[src/ssmp_pkg.sv]
// shared types, constants and codes for the sorted store with median pop
`timescale 1ns / 1ps
`default_nettype none
package ssmp_pkg;

	localparam int DEPTH  = 64;
	localparam int DATA_W = 32;
	localparam int FILL_W = 7;
	localparam int CNT_W  = $clog2(DEPTH + 1);
	localparam int IDX_W  = (DEPTH > 1) ? $clog2(DEPTH) : 1;
	localparam int GRP    = 8;
	localparam int NGRP   = (DEPTH + GRP - 1) / GRP;

	localparam logic OP_INSERT = 1'b0;
	localparam logic OP_POP    = 1'b1;

	typedef enum logic [1:0] {
		ST_OK    = 2'd0,
		ST_EMPTY = 2'd1,
		ST_FULL  = 2'd2
	} status_t;

	typedef struct packed {
		logic                     op;
		logic signed [DATA_W-1:0] value;
	} req_t;

	typedef struct packed {
		logic signed [DATA_W-1:0] median;
		status_t                  status;
		logic [FILL_W-1:0]        fill;
	} rsp_t;

	// broadcast from the top level to every cell
	typedef struct packed {
		logic                     ins_en;
		logic                     pop_en;
		logic signed [DATA_W-1:0] value;
		logic [CNT_W-1:0]         count;
		logic [IDX_W-1:0]         med_idx;
	} cell_ctl_t;

endpackage
`default_nettype wire

[src/ssmp_cell.sv]
// one storage cell of the sorted chain: compare, shift up on insert, shift down on pop
`timescale 1ns / 1ps
`default_nettype none
module ssmp_cell (
	input  wire logic                              clk,
	input  wire ssmp_pkg::cell_ctl_t               ctl,
	input  wire logic [ssmp_pkg::IDX_W-1:0]        idx,
	input  wire logic                              prev_cmp,
	input  wire logic signed [ssmp_pkg::DATA_W-1:0] prev_entry,
	input  wire logic signed [ssmp_pkg::DATA_W-1:0] next_entry,
	output logic signed [ssmp_pkg::DATA_W-1:0]     entry,
	output logic                                   cmp,
	output logic                                   sel,
	output logic signed [ssmp_pkg::DATA_W-1:0]     sel_val
);
	import ssmp_pkg::*;

	logic signed [DATA_W-1:0] entry_q;
	logic signed [DATA_W-1:0] entry_d;

	// entry stays in place while it is held and smaller than the new value
	assign cmp     = (CNT_W'(idx) < ctl.count) && (entry_q < ctl.value);
	assign sel     = ctl.pop_en && (idx == ctl.med_idx);
	assign sel_val = sel ? entry_q : '0;
	assign entry   = entry_q;

	always_comb begin
		entry_d = entry_q;
		if (ctl.ins_en) begin
			if (!cmp) begin
				entry_d = prev_cmp ? ctl.value : prev_entry;
			end
		end else if (ctl.pop_en) begin
			if (idx >= ctl.med_idx) begin
				entry_d = next_entry;
			end
		end
	end

	always_ff @(posedge clk) begin
		entry_q <= entry_d;
	end

endmodule
`default_nettype wire

[config.mk]
export PLATFORM = sky130hd
export DESIGN_NAME = ssmp_cell
export DESIGN_NICKNAME = d
export VERILOG_FILES = /design/src/ssmp_pkg.sv /design/src/ssmp_cell.sv
export SDC_FILE = /design/constraint.sdc
export NUM_CORES = 1
export LEC_CHECK = 0
export ABC_AREA = 1
export BUFFER_PORTS_ARGS = -buffer_cell sky130_fd_sc_hd__buf_2
export CAP_MARGIN = 25
export CORE_MARGIN = 2
export CORE_UTILIZATION = 44
export DETAILED_ROUTE_END_ITERATION = 8
export GPL_ROUTABILITY_DRIVEN = 0
export HOLD_SLACK_MARGIN = 0.02
export PLACE_DENSITY_LB_ADDON = 0.12
export SLEW_MARGIN = 20
export SYNTH_ARGS = -nofsm -noshare
export SYNTH_HDL_FRONTEND = slang
export SYNTH_SLANG_ARGS = --single-unit
[constraint.sdc]
create_clock -name clk -period 3.3 [get_ports clk]
set_clock_uncertainty 0.1 [all_clocks]
set_input_delay 0.99 -clock clk [delete_from_list [all_inputs] [get_ports clk]]
set_output_delay 0.99 -clock clk [all_outputs]
set_load 0.02 [all_outputs]
==> reports/metrics.yaml, run 1 <==
slew_viol_final: 0
drc: 0
coreArea_mm2: 0.00672
leakage_nw: 2.60
io_buffers: 184
synthTopCellsByArea: "edfxtp_1 32%, ha_1 17%, inv_1 11%, o21ai_0 11%, nor2_1 8.8%"
antenna_found_initial: 0
die_w_um: 86.7
start_util: 0.448
num_vias: 3571
setup_viol: 34
worst_slack_ps: -130
worstPathMaxFanout: 6
dieArea_mm2: 0.00752
hp-class: "in -> reg"
io_pins: 185
grt_pass1_vias: 3188
max_slew_margin: 0.578
ir_drop_v: 0.000202
viasPerCell: 5.10
violations: "setup timing"
grt_pass1_wl_um: 14100
grt_overflow: 0
routed_wl_um: 10500
clk_pin_slew_worst_paths_ps: 80
path_class: "in -> out"
fin_tns_setup_ps: -3340
drtAntennaViolNets: 0
syn_area_per_cell_um2: 7.10
final_common_cell: "buf_2"
cap_violations: 0
worstMarginPinSlew_ps: 632
ys_seq_area_frac: 0.319
syn2layout_area_growth_pct: 72.7
period_share: 1.04
stdcell_count: 700
first_pass_iters: 4
clk_latency_ps: 280
crit_path_start_kind: "input port"
syn_inst: 424
clkSinkCount: 32
synth_top_area_share: 0.319
cts_max_level: 2
row_count: 30
place_inst: 688
die_h_um: 86.7
diodes: 0
synth_top_area_cell: "edfxtp_1"
outcome: "complete, but fails checks"
cts.path.max_buffers: 2
max_freq_mhz: 292
netlist_area_mm2: 0.00301
wl_per_cell_um: 14.9
ys_warn_count: 0
synth.net_count: 585
hpwl_um: 6630
power_density_mw_per_mm2: 304
drive_above_1_share: 0.513
yosys_register_bits: 32
root_buffer: "clkbuf_8"
grt_use_total: 0.236
drt_iter0_markers: 131
fin_area_mm2: 0.00520
layout_min_cycle_time_ps: 3430
numCtsBuffers: 5
fin_nets: 781
cts_tree: "yes"
dpl_cell_area_mm2: 0.00411
rr_worst_depth: 11
end_kind: "output pin"
largest_reg_flops: 32
crit_required_ps: 2210
rsz0062_at_grt: "true"
final_cell_mix: "140 x buf_2, 64 x inv_1, 62 x o21ai_0"
finalHoldViolCount: 0
hold_depth: 3
synthDistinctLibCells: 25
grt_start_max_net_pins: 35
worst-endpoint-arrival_ps: 2340
## area by class of cell
class,instances,area (um^2)
Multi-Input combinational cell,286,2250
Clock buffer,6,72.6
Sequential cell,32,961
Timing Repair Buffer,204,1460
Fill cell,492,1520
Clock inverter,1,5.00
Inverter,91,349
Tap cell,80,100
## metrics by stage
stage | power, W | hold slack (ps) | worst slack (ps) | util
2_1_floorplan | 0.000892 | 1080 | 62.9 | -
3_3_place_gp | 0.00111 | 1160 | -200 | 0.611
3_5_place_dp | 0.00113 | 1180 | -227 | 0.611
4_1_cts | 0.00151 | 880 | -118 | 0.678
5_1_grt | 0.00167 | 891 | -261 | 0.774
6_report | 0.00158 | 885 | -130 | 0.774
## cells by family (layout without fill, tap and decap cells)
group | Yosys count | count (layout) | synth area share
AND/OR/NAND/NOR | 153 | 153 | 0.205
adder cells (fa/ha/maj) | 42 | 42 | 0.174
AO/OA/AOI/OAI | 91 | 91 | 0.167
buffers and inverters | 106 | 302 | 0.134
flip-flops | 32 | 32 | 0.319
## what timing repair did
| action | CTS | global route |
|---|---|---|
| hold buffers | 0 | 0 |
| hold endpoints to repair | 0 | 0 |
| pin swaps | 45 | 21 |
| cloned | 0 | 4 |
| gates resized for setup | 78 | 146 |
| setup endpoints to repair | 33 | 34 |
| setup buffers | 0 | 1 |
## per-layer routing
layer / up-vias / track usage / share of wire
met5: - / 0 / 0
met4: 0 / 0.0526 / 0.016
met3: 15 / 0.0333 / 0.055
met2: 149 / 0.460 / 0.54
met1: 1650 / 0.268 / 0.39
li1: 1757 / - / -
## power breakdown
group | internal (W) | total (W) | switching (W)
Clock | 0.000144 | 0.000292 | 0.000148
Sequential | 0.000524 | 0.000587 | 0.0000624
Combinational | 0.000307 | 0.000702 | 0.000395
## final timing paths
path | endpoint | slack (ps) | start
hold / removal | entry[9] | 890 | next_entry[9]
setup reg to reg | entry[19] | 1000 | entry[27]
setup / recovery | sel_val[18] | -130 | idx[4]
hold reg to reg | entry[1] | 1230 | entry[31]
## worst max-delay path: stages
cell and delay (ps):
buf_6 100, ha_4 250, nand2_2 50, inv_2 50
nand4_1 120, inv_2 100, nand3_4 190, clkbuf_16 250
nor2_4 110, buf_6 120
## synth_stat cells
library cell and n:
inv_1 86, nor2_1 71, nand2_1 65, o21ai_0 64
ha_1 42, edfxtp_1 32, a21oi_1 15, clkbuf_1 10
nand3_1 6, buf_2 5, inv_2 5, o21ai_1 5
nand4_1 4, a21o_1 2, nand3b_1 2, a21oi_2 1
a21oi_4 1, a221oi_4 1, and3_1 1, nand2_2 1
nand3_2 1, nor3_1 1, nor3_2 1, o21bai_1 1
o221ai_1 1
Power figures use the tool's default switching activity.
==> run 2: changes to the inputs <==
Settings changed: CORE_ASPECT_RATIO set to 1.25, PLACE_DENSITY set to 0.8, PLACE_DENSITY_LB_ADDON 0.12 to not set.
==> reports/metrics.yaml, run 2 (same netlist as run 1, synthesis figures left out) <==
crit_required_ps: 2210
clkSinkCount: 32
ir_drop_v: 0.000269
diodes: 0
cpMostUsedCell: "nand2_1"
hp-class: "in -> reg"
clk_pin_slew_worst_paths_ps: 70
dpl_cell_area_mm2: 0.00415
end_kind: "output pin"
worstMarginPinSlew_ps: 572
use_met2: 0.547
grt_pass1_wl_um: 15800
regArea_um2: 961
fin_tns_setup_ps: -2240
period_share: 1.04
final_cell_mix: "144 x buf_2, 72 x inv_1, 62 x o21ai_0"
cts_tree: "yes"
crit_path_start_kind: "input port"
viasPerCell: 5.20
grt_overflow: 0
first_pass_iters: 4
fin_nets: 785
io_buffers: 184
drt_iter0_markers: 106
cap_violations: 0
multi_input_area_mm2: 0.00222
rsz0062_at_grt: "true"
cpMaxStageDelayCell: "ha_4"
drtAntennaViolNets: 0
hold_slack_ps: 896
rr_worst_depth: 13
outcome: "complete, but fails checks"
die_w_um: 78
routed_wl_um: 11500
drc: 0
max_stage_delay_ps: 210
path_class: "in -> out"
worst-endpoint-arrival_ps: 2350
final_common_cell: "buf_2"
cts.path.max_buffers: 2
setup_viol: 34
start_util: 0.456
global_route.peak_usage_layer: "met2"
root_buffer: "clkbuf_8"
wl_per_cell_um: 16.2
power_density_mw_per_mm2: 304
grt_start_max_net_pins: 34
hpwl_um: 7350
critical-path-top-delay-family: "simple AND/OR/NAND/NOR gates"
syn2layout_area_growth_pct: 71.1
cts_max_level: 2
violations: "setup timing"
coreArea_mm2: 0.00661
dieArea_mm2: 0.00753
numCtsBuffers: 5
clk_latency_ps: 280
layout_min_cycle_time_ps: 3440
antenna_found_initial: 0
place_inst: 699
grt_pass1_vias: 3676
finalHoldViolCount: 0
nFillCells: 445
drive_above_1_share: 0.495
crit_chain: "buf_2 -> inv_1 -> ha_4 -> nand2_1 -> inv_1 -> nor3_2 -> nand2_1 -> nand2_1 -> nand2_2 -> nand2_2 -> nand2_1 -> nand2_1 -> and3_4 -> buf_6"
row_count: 33
use_met1: 0.274
worstPathMaxFanout: 2
cp.depth: 14
grt_use_total: 0.270
hold_depth: 3
stdcell_count: 711
num_vias: 3698
leakage_nw: 2.60
hold_buffers: 0
max_slew_margin: 0.618
worst-path-buf-inv: 4
max_freq_mhz: 290
worst_slack_ps: -142
use_met3: 0.0400
die_h_um: 96.5
fin_area_mm2: 0.00515
largest_reg_flops: 32
io_pins: 185
slew_viol_final: 0
-- run 2: path summary, 6_finish.rpt --
| kind | slack (ps) | from | end |
|---|---|---|---|
| setup / recovery | -140 | ctl[20] | cmp |
| hold / removal | 900 | next_entry[19] | entry[19] |
| setup reg to reg | 1040 | entry[7] | entry[29] |
| hold reg to reg | 1210 | entry[31] | entry[22] |
-- run 2: where the power goes --
group | internal [W] | switching (W)
registers | 0.000524 | 0.0000609
logic | 0.000298 | 0.000401
clock network | 0.000139 | 0.000144
total | 0.000961 | 0.000606
-- run 2: per-layer routing --
metal	routed length, um	vias up
li1	-	1763
met2	6250	208
met1	4040	1696
met4	348	0
met3	852	31
met5	0	-
-- run 2: repair_timing --
action,CTS,global route
buffers inserted,4,0
endpoints found under the setup margin,33,34
resized for setup,129,81
pin swaps,39,19
cloned,3,1
-- run 2: final cells by class --
type                       instances  share of cell area
tap                               87              0.0211
inverter                          91              0.0677
sequential                        32               0.186
clock inverter                     2             0.00146
multi-input combinational        286               0.430
clock buffer                       5              0.0134
timing repair buffer             208               0.280
-- run 2: through the flow --
stage	utilization	total power, W	worst slack [ps]
finish	0.780	0.00157	-142
global route	0.780	0.00166	-252
CTS	0.731	0.00150	-138
detailed placement	0.628	0.00113	-256
global placement	0.628	0.00111	-244
floorplan	-	0.000892	62.9
-- run 2: worst reg2reg max path: cells and delay by family, from the launching register on --
kind	cells	cell delay [ps]
adder cells (fa/ha/maj)	1	290
buffers and inverters	3	350
flip-flops	1	470
AND/OR/NAND/NOR	9	740
